**config.mk**
```make
export PLATFORM = sky130hd
export DESIGN_NAME = payload_coalescer_with_idle_flush
export DESIGN_NICKNAME = d
export VERILOG_FILES = /design/src/rtl/coal_pkg.sv /design/src/rtl/coal_front.sv /design/src/rtl/coal_queue.sv /design/src/rtl/coal_drain.sv /design/src/rtl/payload_coalescer_with_idle_flush.sv
export SDC_FILE = /design/constraint.sdc
export NUM_CORES = 1
export LEC_CHECK = 0
export ABC_AREA = 0
export ABC_CLOCK_PERIOD_IN_PS = 4700
export BUFFER_PORTS_ARGS = -buffer_cell sky130_fd_sc_hd__buf_2
export CELL_PAD_IN_SITES_DETAIL_PLACEMENT = 1
export CELL_PAD_IN_SITES_GLOBAL_PLACEMENT = 2
export CORE_ASPECT_RATIO = 1.4
export CORE_MARGIN = 1.5
export CORE_UTILIZATION = 46
export CTS_BUF_LIST = sky130_fd_sc_hd__clkbuf_4 sky130_fd_sc_hd__clkbuf_8
export CTS_CLUSTER_DIAMETER = 200
export CTS_CLUSTER_SIZE = 20
export DETAILED_ROUTE_END_ITERATION = 8
export HOLD_SLACK_MARGIN = 0.08
export PLACE_DENSITY = 0.83
export SLEW_MARGIN = 20
export SYNTH_ARGS = -nofsm -noshare
export SYNTH_HDL_FRONTEND = slang
export SYNTH_SLANG_ARGS = --single-unit
```
**constraint.sdc**
```tcl
create_clock -name clk -period 4.7 [get_ports clk]
set_clock_uncertainty 0.15 [all_clocks]
set_input_delay 0.235 -clock clk [delete_from_list [all_inputs] [get_ports clk]]
set_output_delay 0.235 -clock clk [all_outputs]
set_load 0.05 [all_outputs]
```
**src/rtl/coal_pkg.sv**
```systemverilog
package coal_pkg;

  localparam int FILL_W    = 7;
  localparam int IDLE_W    = 16;
  localparam int BYTE_W    = 8;
  localparam int CFG_IDX_W = 2;
  localparam int CFG_W     = 16;

  localparam logic [FILL_W-1:0] DEFAULT_MTU    = 7'd23;
  localparam logic [FILL_W-1:0] HEADER_BYTES   = 7'd3;
  localparam logic [FILL_W-1:0] CHUNK_SIZE_RST = DEFAULT_MTU - HEADER_BYTES;
  localparam logic [IDLE_W-1:0] TIMEOUT_RST    = 16'd10;
  localparam logic [IDLE_W-1:0] IDLE_MAX       = 16'hffff;

  localparam logic [CFG_IDX_W-1:0] REG_CHUNK_SIZE   = 2'd0;
  localparam logic [CFG_IDX_W-1:0] REG_IDLE_TIMEOUT = 2'd1;

  typedef enum logic {
    ACT_BYTE = 1'b0,
    ACT_TICK = 1'b1
  } action_t;

  // chunk descriptor handed from front to drain
  typedef struct packed {
    logic              bank;
    logic [FILL_W-1:0] len;
  } chunk_t;

  // bank handed back once its last byte has been read
  typedef struct packed {
    logic valid;
    logic bank;
  } rel_t;

endpackage

```
**src/rtl/coal_front.sv**
```systemverilog
module coal_front #(
  parameter int BUF_BYTES = 64,
  parameter int IDX_W     = 6
) (
  input  logic                            clk,
  input  logic                            rst_n,
  input  logic                            cfg_valid,
  output logic                            cfg_ready,
  input  logic [coal_pkg::CFG_IDX_W-1:0]  cfg_index,
  input  logic [coal_pkg::CFG_W-1:0]      cfg_data,
  input  logic                            in_valid,
  output logic                            in_ready,
  input  coal_pkg::action_t               in_action,
  input  logic [coal_pkg::BYTE_W-1:0]     in_byte,
  input  logic                            in_link_up,
  output logic                            wr_en,
  output logic [IDX_W:0]                  wr_addr,
  output logic [coal_pkg::BYTE_W-1:0]     wr_data,
  output logic                            chunk_valid,
  input  logic                            chunk_ready,
  output coal_pkg::chunk_t                chunk,
  input  coal_pkg::rel_t                  rel
);

  localparam logic [coal_pkg::FILL_W-1:0] BUF_LIMIT = coal_pkg::FILL_W'(BUF_BYTES);

  logic [coal_pkg::FILL_W-1:0] chunk_size_r, chunk_size_nxt;
  logic [coal_pkg::IDLE_W-1:0] timeout_r, timeout_nxt;
  logic [coal_pkg::FILL_W-1:0] fill_r, fill_nxt;
  logic [coal_pkg::IDLE_W-1:0] idle_r, idle_nxt;
  logic                        wbank_r, wbank_nxt;
  logic [1:0]                  busy_r, busy_nxt;

  logic [coal_pkg::FILL_W-1:0] eff_max;
  logic [coal_pkg::IDLE_W-1:0] limit;
  logic [coal_pkg::FILL_W-1:0] fill_add;
  logic [coal_pkg::IDLE_W-1:0] idle_inc;
  logic                        accept;
  logic                        has_room;
  logic                        emit;
  logic [coal_pkg::FILL_W-1:0] emit_len;

  assign cfg_ready = 1'b1;
  assign in_ready  = !busy_r[wbank_r] && chunk_ready;
  assign accept    = in_valid && in_ready;
  assign has_room  = fill_r < BUF_LIMIT;

  always_comb begin
    if (chunk_size_r == '0) begin
      eff_max = coal_pkg::FILL_W'(1);
    end else if (chunk_size_r > BUF_LIMIT) begin
      eff_max = BUF_LIMIT;
    end else begin
      eff_max = chunk_size_r;
    end
    limit = (timeout_r == '0) ? coal_pkg::IDLE_W'(1) : timeout_r;
  end

  always_comb begin
    fill_add = has_room ? fill_r + coal_pkg::FILL_W'(1) : fill_r;
    idle_inc = (idle_r != coal_pkg::IDLE_MAX) ? idle_r + coal_pkg::IDLE_W'(1) : idle_r;
    fill_nxt = fill_r;
    idle_nxt = idle_r;
    emit     = 1'b0;
    emit_len = fill_r;
    if (accept) begin
      if (!in_link_up) begin
        fill_nxt = '0;
        idle_nxt = '0;
      end else if (in_action == coal_pkg::ACT_BYTE) begin
        fill_nxt = fill_add;
        idle_nxt = '0;
        emit_len = fill_add;
        emit     = fill_add >= eff_max;
      end else if (fill_r == '0) begin
        idle_nxt = '0;
      end else begin
        idle_nxt = idle_inc;
        emit     = idle_inc >= limit;
      end
      if (emit) begin
        fill_nxt = '0;
        idle_nxt = '0;
      end
    end
  end

  always_comb begin
    busy_nxt  = busy_r;
    wbank_nxt = wbank_r;
    if (rel.valid) begin
      busy_nxt[rel.bank] = 1'b0;
    end
    if (emit) begin
      busy_nxt[wbank_r] = 1'b1;
      wbank_nxt         = !wbank_r;
    end
  end

  always_comb begin
    chunk_size_nxt = chunk_size_r;
    timeout_nxt    = timeout_r;
    if (cfg_valid) begin
      unique case (cfg_index)
        coal_pkg::REG_CHUNK_SIZE:   chunk_size_nxt = cfg_data[coal_pkg::FILL_W-1:0];
        coal_pkg::REG_IDLE_TIMEOUT: timeout_nxt    = cfg_data;
        default: ;
      endcase
    end
  end

  assign wr_en       = accept && in_link_up && (in_action == coal_pkg::ACT_BYTE) && has_room;
  assign wr_addr     = {wbank_r, fill_r[IDX_W-1:0]};
  assign wr_data     = in_byte;
  assign chunk_valid = emit;
  assign chunk.bank  = wbank_r;
  assign chunk.len   = emit_len;

  always_ff @(posedge clk) begin
    if (!rst_n) begin
      chunk_size_r <= coal_pkg::CHUNK_SIZE_RST;
      timeout_r    <= coal_pkg::TIMEOUT_RST;
      fill_r       <= '0;
      idle_r       <= '0;
      wbank_r      <= 1'b0;
      busy_r       <= '0;
    end else begin
      chunk_size_r <= chunk_size_nxt;
      timeout_r    <= timeout_nxt;
      fill_r       <= fill_nxt;
      idle_r       <= idle_nxt;
      wbank_r      <= wbank_nxt;
      busy_r       <= busy_nxt;
    end
  end

endmodule

```
**src/rtl/coal_queue.sv**
```systemverilog
module coal_queue (
  input  logic             clk,
  input  logic             rst_n,
  input  logic             push_valid,
  output logic             push_ready,
  input  coal_pkg::chunk_t push_data,
  output logic             pop_valid,
  input  logic             pop_ready,
  output coal_pkg::chunk_t pop_data
);

  coal_pkg::chunk_t entry_r [2];
  logic             wr_ptr_r, wr_ptr_nxt;
  logic             rd_ptr_r, rd_ptr_nxt;
  logic [1:0]       count_r, count_nxt;
  logic             push, pop;

  assign push_ready = count_r != 2'd2;
  assign pop_valid  = count_r != 2'd0;
  assign pop_data   = entry_r[rd_ptr_r];
  assign push       = push_valid && push_ready;
  assign pop        = pop_valid && pop_ready;

  always_comb begin
    wr_ptr_nxt = push ? !wr_ptr_r : wr_ptr_r;
    rd_ptr_nxt = pop ? !rd_ptr_r : rd_ptr_r;
    count_nxt  = count_r + {1'b0, push} - {1'b0, pop};
  end

  always_ff @(posedge clk) begin
    if (push) begin
      entry_r[wr_ptr_r] <= push_data;
    end
  end

  always_ff @(posedge clk) begin
    if (!rst_n) begin
      wr_ptr_r <= 1'b0;
      rd_ptr_r <= 1'b0;
      count_r  <= '0;
    end else begin
      wr_ptr_r <= wr_ptr_nxt;
      rd_ptr_r <= rd_ptr_nxt;
      count_r  <= count_nxt;
    end
  end

endmodule

```
**src/rtl/coal_drain.sv**
```systemverilog
module coal_drain #(
  parameter int IDX_W = 6
) (
  input  logic                        clk,
  input  logic                        rst_n,
  input  logic                        wr_en,
  input  logic [IDX_W:0]              wr_addr,
  input  logic [coal_pkg::BYTE_W-1:0] wr_data,
  input  logic                        chunk_valid,
  output logic                        chunk_ready,
  input  coal_pkg::chunk_t            chunk,
  output coal_pkg::rel_t              rel,
  output logic                        out_valid,
  input  logic                        out_ready,
  output logic [coal_pkg::BYTE_W-1:0] out_byte,
  output logic                        out_last
);

  localparam int MEM_DEPTH = 2 * (2 ** IDX_W);

  // two banks: front fills one while the other drains
  logic [coal_pkg::BYTE_W-1:0] mem [MEM_DEPTH];

  logic                        active_r, active_nxt;
  logic                        bank_r, bank_nxt;
  logic [coal_pkg::FILL_W-1:0] len_r, len_nxt;
  logic [coal_pkg::FILL_W-1:0] idx_r, idx_nxt;
  logic                        valid_r, valid_nxt;
  logic                        last_r, last_nxt;
  logic [coal_pkg::BYTE_W-1:0] byte_r;
  logic                        load;
  logic                        is_last;
  logic [IDX_W:0]              rd_addr;

  assign load        = active_r && (!valid_r || out_ready);
  assign is_last     = (idx_r + coal_pkg::FILL_W'(1)) == len_r;
  assign rd_addr     = {bank_r, idx_r[IDX_W-1:0]};
  assign chunk_ready = !active_r;
  assign rel.valid   = load && is_last;
  assign rel.bank    = bank_r;
  assign out_valid   = valid_r;
  assign out_byte    = byte_r;
  assign out_last    = last_r;

  always_comb begin
    active_nxt = active_r;
    bank_nxt   = bank_r;
    len_nxt    = len_r;
    idx_nxt    = idx_r;
    valid_nxt  = valid_r;
    last_nxt   = last_r;
    if (out_ready) begin
      valid_nxt = 1'b0;
    end
    if (load) begin
      valid_nxt = 1'b1;
      last_nxt  = is_last;
      idx_nxt   = idx_r + coal_pkg::FILL_W'(1);
      if (is_last) begin
        active_nxt = 1'b0;
      end
    end else if (!active_r && chunk_valid) begin
      active_nxt = 1'b1;
      bank_nxt   = chunk.bank;
      len_nxt    = chunk.len;
      idx_nxt    = '0;
    end
  end

  always_ff @(posedge clk) begin
    if (wr_en) begin
      mem[wr_addr] <= wr_data;
    end
  end

  // registered read straight into the output stage
  always_ff @(posedge clk) begin
    if (load) begin
      byte_r <= mem[rd_addr];
    end
  end

  always_ff @(posedge clk) begin
    bank_r <= bank_nxt;
    len_r  <= len_nxt;
    idx_r  <= idx_nxt;
    last_r <= last_nxt;
  end

  always_ff @(posedge clk) begin
    if (!rst_n) begin
      active_r <= 1'b0;
      valid_r  <= 1'b0;
    end else begin
      active_r <= active_nxt;
      valid_r  <= valid_nxt;
    end
  end

endmodule

```
**src/rtl/payload_coalescer_with_idle_flush.sv**
```systemverilog
// one input transaction per cycle while the bank being filled is free; both
// banks holding unsent chunks stall the input until the drain frees one.
// a completed chunk's descriptor goes through the queue to the drain, which reads
// one byte per cycle while the output is not stalled from the single read port of
// the chunk memory, and takes the next chunk only after the last byte is read.
// rst_n (synchronous, active low) empties both banks and the queue and restores
// the chunk size to 20 and idle_timeout_ticks to 10; chunk memory is not cleared.
module payload_coalescer_with_idle_flush #(
  parameter int BUF_BYTES = 64
) (
  input  logic                            clk,
  input  logic                            rst_n,
  input  logic                            cfg_valid,
  output logic                            cfg_ready,
  input  logic [coal_pkg::CFG_IDX_W-1:0]  cfg_index,
  input  logic [coal_pkg::CFG_W-1:0]      cfg_data,
  input  logic                            in_tvalid,
  output logic                            in_tready,
  input  logic [15:0]                     in_tdata,   // byte_value[7:0], link_up[8], zeros
  input  logic                            in_tuser,   // action
  output logic                            out_tvalid,
  input  logic                            out_tready,
  output logic [7:0]                      out_tdata,  // out_byte[7:0]
  output logic                            out_tlast   // last_of_chunk
);

  localparam int IDX_W = (BUF_BYTES > 1) ? $clog2(BUF_BYTES) : 1;

  logic                        wr_en;
  logic [IDX_W:0]              wr_addr;
  logic [coal_pkg::BYTE_W-1:0] wr_data;
  logic                        push_valid, push_ready;
  coal_pkg::chunk_t            push_data;
  logic                        pop_valid, pop_ready;
  coal_pkg::chunk_t            pop_data;
  coal_pkg::rel_t              rel;
  coal_pkg::action_t           action;

  assign action = coal_pkg::action_t'(in_tuser);

  coal_front #(
    .BUF_BYTES (BUF_BYTES),
    .IDX_W     (IDX_W)
  ) u_front (
    .clk         (clk),
    .rst_n       (rst_n),
    .cfg_valid   (cfg_valid),
    .cfg_ready   (cfg_ready),
    .cfg_index   (cfg_index),
    .cfg_data    (cfg_data),
    .in_valid    (in_tvalid),
    .in_ready    (in_tready),
    .in_action   (action),
    .in_byte     (in_tdata[7:0]),
    .in_link_up  (in_tdata[8]),
    .wr_en       (wr_en),
    .wr_addr     (wr_addr),
    .wr_data     (wr_data),
    .chunk_valid (push_valid),
    .chunk_ready (push_ready),
    .chunk       (push_data),
    .rel         (rel)
  );

  coal_queue u_queue (
    .clk        (clk),
    .rst_n      (rst_n),
    .push_valid (push_valid),
    .push_ready (push_ready),
    .push_data  (push_data),
    .pop_valid  (pop_valid),
    .pop_ready  (pop_ready),
    .pop_data   (pop_data)
  );

  coal_drain #(
    .IDX_W (IDX_W)
  ) u_drain (
    .clk         (clk),
    .rst_n       (rst_n),
    .wr_en       (wr_en),
    .wr_addr     (wr_addr),
    .wr_data     (wr_data),
    .chunk_valid (pop_valid),
    .chunk_ready (pop_ready),
    .chunk       (pop_data),
    .rel         (rel),
    .out_valid   (out_tvalid),
    .out_ready   (out_tready),
    .out_byte    (out_tdata),
    .out_last    (out_tlast)
  );

endmodule

```
; Word level (Yosys, flattened, before mapping)
; Memories as Yosys holds them, arrays and structs flattened. A register that Yosys moved wholly into a read port is not among the register bits.
; Cells that the tools add are included.
[word_totals]
regBits = 63
ram_bits = 1040
out_inout_bits = 12
n_memories = 2
[op_classes]
addsub = 5
n_lt_le_gt_ge = 8
eq_ne = 5
n_mux = 38
n_bitwise = 5
reduce_logical = 29
[memory_table]
columns = memory, words, width, read_ports, rd_ports_with_merged_regs, write_ports, line
row1 = u_drain.mem, 128, 8, 1, 1, 1, coal_drain.sv:22  ; logic [coal_pkg::BYTE_W-1:0] mem [MEM_DEPTH];
row2 = u_queue.entry_r, 2, 8, 1, 1, 1, coal_queue.sv:12  ; coal_pkg::chunk_t entry_r [2];
[op_table]
columns = operator, n
row1 = 16-bit two-way mux, 6
row2 = 7-bit two-way mux, 10
row3 = 1-bit two-way mux, 18
row4 = 16-bit by 1-bit adder with 16-bit output (second input constant), 1
row5 = 16-bit greater-or-equal comparator, 1
row6 = 16-bit logical NOT, 1
row7 = 16-bit != test (second input constant), 1
row8 = 7-bit by 1-bit adder with 7-bit output (second input constant), 2
row9 = 7-bit logical NOT, 2
row10 = 1-bit logical AND, 11
row11 = 2-bit AND reduction, 4
row12 = 7-bit equality test, 1
row13 = 7-bit greater-or-equal comparator, 1
row14 = 7-bit greater-than comparator (second input constant), 1
row15 = 7-bit less-than comparator (second input constant), 1
row16 = 1-bit logical NOT, 6
row17 = 2-bit nonzero test, 3
row18 = 1-bit by 2-bit less-than comparator with 1-bit output (second input constant), 2
row19 = 2-bit two-way mux, 2
row20 = 2-bit != test (second input constant), 2
row21 = 2-bit by 1-bit adder with 2-bit output, 1
row22 = 2-bit AND, 1
row23 = 1-bit demux with 1-bit select, 2
row24 = 2-bit by 1-bit equality test with 1-bit output (second input constant), 1
row25 = 7 further kinds, 9

; Logic depth before layout (Yosys ltp)
; Gate-level depths: netlist of the first run.
[depth]
depth_word = 11
depth_mapped = 16
mapped_depth_nobuf = 13

; Cells and area by module
; A second synthesis of the first run with hierarchy kept.
[hier_totals]
hier_cells = 2597
hier_area_um2 = 45162.1
[modules_own_cells]
columns = mod, n_inst, cells_each, area_per_inst_um2
row1 = coal_drain, 1, 2100, 40943.0
row2 = coal_front, 1, 442, 3383.2
row3 = coal_queue, 1, 55, 835.8

; Worst setup path before layout of the first run
; No wires, ideal clock.
[synth_path]
path_kind = reg-to-reg
startpoint = reg u_front.idle_r[3] (netlist name)
endpoint = mem u_queue.entry_r[1][0] (netlist name) (enable)
setup_ns = 0.371
t_arrival_ns = 3.449
required_ns = 4.179
setup_slack_ns = 0.731
path_stages_with_launch = 14
n_path_buf = 2
period_less_slack_ns = 3.969
cell_sequence = dfxtp_1 buf_2 nand4_1 nor3_2 nor3b_1 mux2_2 ha_1 nand4_2 nor3_2 or4b_4 a31oi_2 buf_4 o21ai_0 nor2_1
[synth_via]
elab_chain_cells = 11
elab_cells_between_ends = 12
classes_between = add/sub (1) / order compare (1) / eq/ne (1) / mux (8) / reduce/logical (1)
[synth_rtl]
columns = element, line
row1 = start: declaration, coal_front.sv:30  ; logic [coal_pkg::IDLE_W-1:0] idle_r, idle_nxt;
row2 = start signal: assignment, coal_front.sv:131  ; idle_r <= idle_nxt;
row3 = 16-bit by 1-bit adder with 16-bit output / 16-bit != test (equally long branches), coal_front.sv:61  ; idle_inc = (idle_r != coal_pkg::IDLE_MAX) ? idle_r + coal_pkg::IDLE_W'(1) : idle_r;
row4 = 16-bit two-way mux *, coal_front.sv:61
row5 = 16-bit greater-or-equal comparator *, coal_front.sv:79  ; emit = idle_inc >= limit;
row6 = 1-bit two-way mux *, coal_front.sv:75  ; end else if (fill_r == '0) begin
row7 = 1-bit two-way mux *, coal_front.sv:70  ; end else if (in_action == coal_pkg::ACT_BYTE) begin
row8 = 1-bit two-way mux *, coal_front.sv:67  ; if (!in_link_up) begin
row9 = 1-bit two-way mux * (2 in series), coal_front.sv:66  ; if (accept) begin
row10 = 1-bit logical AND *, coal_queue.sv:21  ; assign push = push_valid && push_ready;
row11 = 1-bit two-way mux *, coal_queue.sv:31  ; if (push) begin
row12 = 1-bit two-way mux (not written as such) *, coal_queue.sv:32  ; entry_r[wr_ptr_r] <= push_data;
row13 = end: declaration, coal_queue.sv:12
; Every way passes the cells marked *; elsewhere a longest branch is shown, timed or not. The select of a mux whose other input is x is not followed.

; Final worst setup path of the first run
[layout_path]
startpoint = reg u_front.idle_r[0] (netlist name)
endpoint = reg u_front.fill_r[5] (netlist name)
[layout_via]
elab_chain_cells = 8
elab_cells_between_ends = 9
classes_between = add/sub (1) / order compare (1) / eq/ne (1) / mux (6)
[layout_rtl]
columns = element, line
row1 = 16-bit by 1-bit adder with 16-bit output / 16-bit != test (equally long branches), coal_front.sv:61
row2 = 16-bit two-way mux *, coal_front.sv:61
row3 = 16-bit greater-or-equal comparator *, coal_front.sv:79
row4 = 1-bit two-way mux *, coal_front.sv:75
row5 = 1-bit two-way mux *, coal_front.sv:70
row6 = 1-bit two-way mux *, coal_front.sv:67
row7 = 1-bit two-way mux *, coal_front.sv:66
row8 = 7-bit two-way mux *, coal_front.sv:81  ; if (emit) begin
row9 = end signal: assignment, coal_front.sv:130  ; fill_r <= fill_nxt;
row10 = end: declaration, coal_front.sv:29  ; logic [coal_pkg::FILL_W-1:0] fill_r, fill_nxt;
; Marked as above.
; A chain may end at the register's enable or synchronous reset.

==> impl_metrics.ini, run 1 <==
[sta]
hold_viol = 0
relSlewSlack_pct = 25.7
setup_viol = 0
slew_violations = 0
worst_pin_slew_ns = 1.11
fin_crit_sh_pct = 95.5
max_freq_ghz = 0.223
rsz0062_at_grt = false
fin_setup_tns_ns = 0
period_needed_ns = 4.49

[clock_network]
clk_latency_ns = 0.79
postCtsSetupBuffers = 0
cts_tree = done
h-tree-depth = 2
clock_path_buffers = 3
clock_sinks = 1119
cts_buffers = 61
clk_pin_slew_ns = 0.14
cts_root_buffer = clkbuf_8

[synthesis]
synth_xor_xnor_area_share_pct = 0.764
yosys.area.top_type = edfxtp_1
ys_warn_count = 0
synth_compound_area_share_pct = 2.33
ys_ff_latch = 1119
yosys.area_share.simple_pct = 6.01
yosysSeqAreaShare_pct = 73.4
synthAdderAreaFrac_pct = 0.778
synth-edff-count = 1064
ys_types = 73
yosysTopAreaCellShare_pct = 71.0
muxShareOfSynthArea_pct = 14.6
synthArstFlopShare_pct = 0
syn_avg_cell_area_um2 = 18.7
synth_top_family_by_area = multiplexers
yosys_most_used_dff = edfxtp_1
synth_top_cells_by_area = edfxtp_1, mux4_2, dfxtp_1
syn-instance-count = 2401
syn_area_mm2 = 0.0450
syn_nets = 2469

[route]
avgRoutedWirePerCell_um = 28.3
routed_wl_um = 108000
route.detailed.drc = 0
ant_nets = 0
dr.pass1.iters = 5
vias = 22800
via_per_inst = 5.97
drtIter0Drc = 2007

[floorplan]
dieArea_mm2 = 0.0998
dieWidth_um = 267
fp-row-count = 135
core_area_mm2 = 0.0968
dieHeight_um = 373
initial_core_util_pct = 46.5
ios = 52

[worst_setup_path]
crit_start = u_front.idle_r[0]
cp-start-kind = register
crit_type = reg2reg
worstPathArrival_ns = 5.00
critical_path.max_fanout = 7
critical_path_required_ns = 5.21
r2r-start = u_front.idle_r[0]
crit_path_end_kind = register

[global_route]
antenna_found_initial = 1
grt_overflow = 0
grt_pass1_wl_um = 162000
grt_max_degree = 118
first_global_vias = 24800
grt.total_usage_pct = 22.0

[final_layout]
final_common_cell = edfxtp_1
areaGrowthSynthToFinish_pct = 7.46
layout_common_cells = edfxtp_1, mux4_2, nor2_1, nor3_1, nand2_1
nets = 2564
drive_above_1_share_pct = 19.8
fin_area_mm2 = 0.0484

[run]
drv_cap = 0

[outcome]
status = complete, no violations

[hold_path]
hp-class = in2reg
worstHoldStart = cfg_data[10]

[power_and_ir_drop]
p_leak_uw = 0.0148
vdd_drop_max_mv = 0.428
powerDensity_mw_per_mm2 = 453

[placement]
portBuffers = 43
place.gp.congestion = 0.852
post-dp-hpwl_um = 67500
place_area_mm2 = 0.0466
## cell type report
cell class	instances	area, µm²
fill	8807	48400
sequential	1119	33100
multi-input combinational	1110	11000
tap	1301	1630
timing repair buffer	172	1470
clock buffer	83	1000
inverter	32	120
clock inverter	4	51.3
antenna	2	5.00
## critical path: stages (launching register included)
cell	delay, ns
dfxtp_1	0.45
ha_1	0.21
nand2_1	0.11
nor3_4	0.35
nor3b_1	0.29
mux2_2	0.41
ha_1	0.34
nand4_2	0.12
nor3_2	0.23
or4b_4	0.54
and3_1	0.21
and3_1	0.18
o221a_2	0.26
dlygate4sd3_1	0.55
## routing by layer
metal / vias to the layer above / track usage (%) / wire length [µm]
li1: 9843 / - / -
met2: 701 / 38.7 / 57000
met1: 12100 / 28.4 / 42100
met5: - / 0 / 0
met4: 0 / 7.52 / 3910
met3: 184 / 2.37 / 5280
## per-stage QoR
step	hold WS, ns	std cells	util (%)	total power, µW	worst slack [ns]
final	0.134	3823	50.0	21900	0.213
after global routing	0.100	3823	50.0	22700	0.0119
after CTS	0.0804	3820	49.9	22100	0.210
after detailed placement	0.321	3668	48.2	17900	0.559
after global placement	0.317	3668	48.2	17800	0.586
after floorplan	0.184	2401	-	16100	0.731
## state kept, by name, summed over array words and instances, names as in the netlist
register,cells
u_drain.active_r,1
u_drain.bank_r,1
u_drain.idx_r,7
u_drain.len_r,7
u_drain.mem,1024
u_drain.out_byte,8
u_drain.out_last,1
u_drain.out_valid,1
u_front.busy_r,2
u_front.chunk_size_r,7
u_front.fill_r,7
u_front.idle_r,16
u_front.timeout_r,16
u_front.wbank_r,1
u_queue.count_r,2
u_queue.entry_r,16
u_queue.rd_ptr_r,1
u_queue.wr_ptr_r,1
## report_power, final
part           switching [µW]  total, µW  internal [µW]
registers                 184      11300          11100
clock network            2860       4280           1410
logic                    3620       6350           2740
## final timing paths
path | endpoint | depth (start not counted) | slack (ns)
worst max-delay path | u_front.fill_r[5] | 13 | 0.21
worst min-delay path | u_front.timeout_r[10] | 4 | 0.13
worst max register to register | u_front.fill_r[5] | 13 | 0.21
worst min register to register | u_front.timeout_r[11] | 2 | 0.34
## synthesized netlist by cell type, types with 7 or more instances
| cell | n |
|---|---|
| nand3b_1 | 7 |
| a221oi_1 | 26 |
| xor2_1 | 8 |
| nor3_1 | 138 |
| and3_1 | 18 |
| mux4_2 | 256 |
| buf_4 | 16 |
| a21oi_1 | 35 |
| mux2_2 | 28 |
| buf_2 | 35 |
| a31oi_1 | 14 |
| nor2_1 | 185 |
| buf_6 | 16 |
| nand3_1 | 26 |
| mux2i_1 | 46 |
| nor4_1 | 38 |
| nand2b_1 | 8 |
| nand2_1 | 103 |
| nand4_1 | 8 |
| o22ai_1 | 9 |
| buf_1 | 13 |
| clkbuf_1 | 55 |
| o21ai_0 | 19 |
| inv_1 | 30 |
| edfxtp_1 | 1064 |
| dfxtp_1 | 55 |
| a221o_1 | 8 |
| xnor2_1 | 21 |
| ha_1 | 28 |
## kinds of logic (layout without fill, tap and decap cells)
logic type                 count (synthesis)  after routing
AOI/OAI and AO/OA                        147            147
xor gates and xnor gates                  33             33
adders and majority gates                 28             28
buffers and inverters                    173            291
DFF                                     1119           1119
muxes                                    331            331
other                                      1              3
and+or+nand+nor                          569            570
## repair_timing
item	4_1_cts	5_1_grt
endpoints found under the hold margin	683	0
resized for setup	0	3
setup endpoints to repair	0	2
hold buffers	65	0
No activity file was read; power rests on OpenSTA's default activity.
==> run 2, diff against run 1 <==
--- a/config.mk
+++ b/config.mk
@@ -11,11 +11,11 @@
 export CELL_PAD_IN_SITES_DETAIL_PLACEMENT = 1
 export CELL_PAD_IN_SITES_GLOBAL_PLACEMENT = 2
 export CORE_ASPECT_RATIO = 1.4
-export CORE_MARGIN = 1.5
+export CORE_MARGIN = 2
 export CORE_UTILIZATION = 46
 export CTS_BUF_LIST = sky130_fd_sc_hd__clkbuf_4 sky130_fd_sc_hd__clkbuf_8
 export CTS_CLUSTER_DIAMETER = 200
-export CTS_CLUSTER_SIZE = 20
+export CTS_CLUSTER_SIZE = 10
 export DETAILED_ROUTE_END_ITERATION = 8
 export HOLD_SLACK_MARGIN = 0.08
 export PLACE_DENSITY = 0.83
==> impl_metrics.ini, run 2 (synthesized netlist as in run 1, its figures left out) <==
[final_layout]
fin_area_mm2 = 0.0493
nFillCells = 8908
layout_common_cells = edfxtp_1, mux4_2, nor2_1, nor3_1, clkbuf_8
final_common_cell = edfxtp_1
drive_above_1_share_pct = 21.8
areaGrowthSynthToFinish_pct = 9.53
nets = 2622
largest_reg_flops = 1024
finalNonFillerCells = 3893
largest-register = u_drain.mem

[worst_setup_path]
crit_type = reg2reg
cpPeakStageDelay_ns = 0.58
path_cells = nand4_1, nor3_4, nor3b_1, mux2_2, ha_1, nand4_2, nor3_2, or4b_4, and4_4, a31oi_1, dlygate4sd3_1, nor3_1
reg2regPathDepth = 12
rrSetupSlack_ns = 0.33
worstPathArrival_ns = 4.90
r2r-start = u_front.idle_r[3]
cp-start-kind = register
critical_path_required_ns = 5.22
critical_path.max_fanout = 12
r2r_end = u_front.idle_r[13]
crit_path_end_kind = register
slowest_stage = dlygate4sd3_1

[floorplan]
dieHeight_um = 374
dieWidth_um = 268
dieArea_mm2 = 0.100
fp-row-count = 135
ios = 52
core_area_mm2 = 0.0970
initial_core_util_pct = 46.4

[hold_path]
worstHoldStart = out_tready
whs_path_depth = 4
hold_path_end = u_drain.out_valid
hp-class = in2reg

[route]
drtIter0Drc = 1867
vias = 23300
ant_nets = 0
route.detailed.drc = 0
routed_wl_um = 110000
avgRoutedWirePerCell_um = 28.3
via_per_inst = 5.99
dr.pass1.iters = 6

[clock_network]
cts_root_buffer = clkbuf_8
cts_tree = done
postCtsSetupBuffers = 0
h-tree-depth = 3
clock_sinks = 1119
clk_latency_ns = 0.82
clk_pin_slew_ns = 0.08
cts_buffers = 121
clock_path_buffers = 3

[placement]
portBuffers = 43
place_inst = 3657
place.gp.congestion = 0.844
place_area_mm2 = 0.0465
post-dp-hpwl_um = 67800

[power_and_ir_drop]
fin_total_pwr_uw = 23500
p_leak_uw = 0.0152
powerDensity_mw_per_mm2 = 477
vdd_drop_max_mv = 0.398

[sta]
fin_crit_sh_pct = 93.0
slew_violations = 0
fin_setup_tns_ns = 0
worst_pin_slew_ns = 1.13
max_freq_ghz = 0.229
worst_hold_slack_ns = 0.278
period_needed_ns = 4.37
setup_viol = 0
rsz0062_at_grt = false
relSlewSlack_pct = 24.2
hold_viol = 0

[run]
drv_cap = 0

[global_route]
grt_overflow = 0
grtUsageMet2_pct = 38.4
grt_use_met1_pct = 28.6
antenna_found_initial = 1
use_met3_pct = 3.30
busiest_layer = met2
grt_max_degree = 97
first_global_vias = 25400
grt_pass1_wl_um = 166000
grt.total_usage_pct = 22.5

[outcome]
status = complete, no violations
==> run 2: cell types whose count changed in the layout (fill, tap and decap cells not counted), moves of 2 or more <==
| cell | previous run | this run |
|---|---|---|
| nor3_1 | 138 | 136 |
| dlygate4sd3_1 | 65 | 74 |
| clkinvlp_4 | 0 | 3 |
| buf_4 | 63 | 53 |
| inv_6 | 2 | 0 |
| clkbuf_8 | 61 | 121 |
| nor3_2 | 2 | 4 |
| clkbuf_4 | 22 | 34 |
==> run 2: layout make-up <==
cell class	instances	area (µm²)	area share, %
Inverter	32	120	0.244
Tap cell	1301	1630	3.30
Antenna cell	1	2.50	0.00508
Clock inverter	5	50.0	0.102
Multi-Input combinational cell	1110	11100	22.4
Clock buffer	155	1920	3.90
Sequential cell	1119	33100	67.0
Timing Repair Buffer	170	1470	2.97
==> run 2: critical path: cells and delay by family (launching register included) <==
kind	cells	cell delay [ns]
simple gates	8	2.13
compound gates	1	0.19
flops	1	0.48
buf+inv	1	0.58
fa+ha+maj	1	0.33
mux	1	0.40
==> run 2: metrics by stage <==
| step | setup slack, ns | util (%) |
|---|---|---|
| floorplan | 0.731 | - |
| global placement | 0.569 | 48.0 |
| detailed placement | 0.556 | 48.0 |
| CTS | 0.255 | 50.8 |
| global route | 0.0243 | 50.8 |
| finish | 0.328 | 50.8 |
==> run 2: where the power goes <==
part           internal (µW)  switching, µW
Combinational           2740           3680
Clock                   2600           3220
Sequential             11100            185
Total                  16500           7090
==> run 2: worst max path at each step <==
| stage | startpoint | to | slack [ns] | cells past startpoint |
|---|---|---|---|---|
| final | u_front.idle_r[3] | u_front.idle_r[13] | 0.33 | 12 |
| after global routing | u_front.idle_r[3] | u_front.idle_r[13] | 0.02 | 12 |
| after CTS | u_front.idle_r[3] | u_front.idle_r[13] | 0.26 | 13 |
| after detailed placement | u_front.idle_r[3] | u_front.fill_r[0] | 0.56 | 13 |
| after global placement | u_front.idle_r[3] | u_front.fill_r[0] | 0.57 | 13 |
| after floorplan | u_front.idle_r[3] | u_queue.entry_r[1][0] | 0.73 | 13 |
==> run 2: metal layers <==
layer / wire length, µm / vias up
met4: 4490 / 0
met2: 57400 / 751
li1: - / 9989
met3: 5900 / 203
met5: 0 / -
met1: 42500 / 12400
==> run 2: repair_timing <==
| action | CTS | global route |
|---|---|---|
| setup endpoints to repair | 0 | 1 |
| gates resized for setup | 0 | 4 |
| hold buffers | 74 | 0 |
| hold endpoints to repair | 704 | 0 |
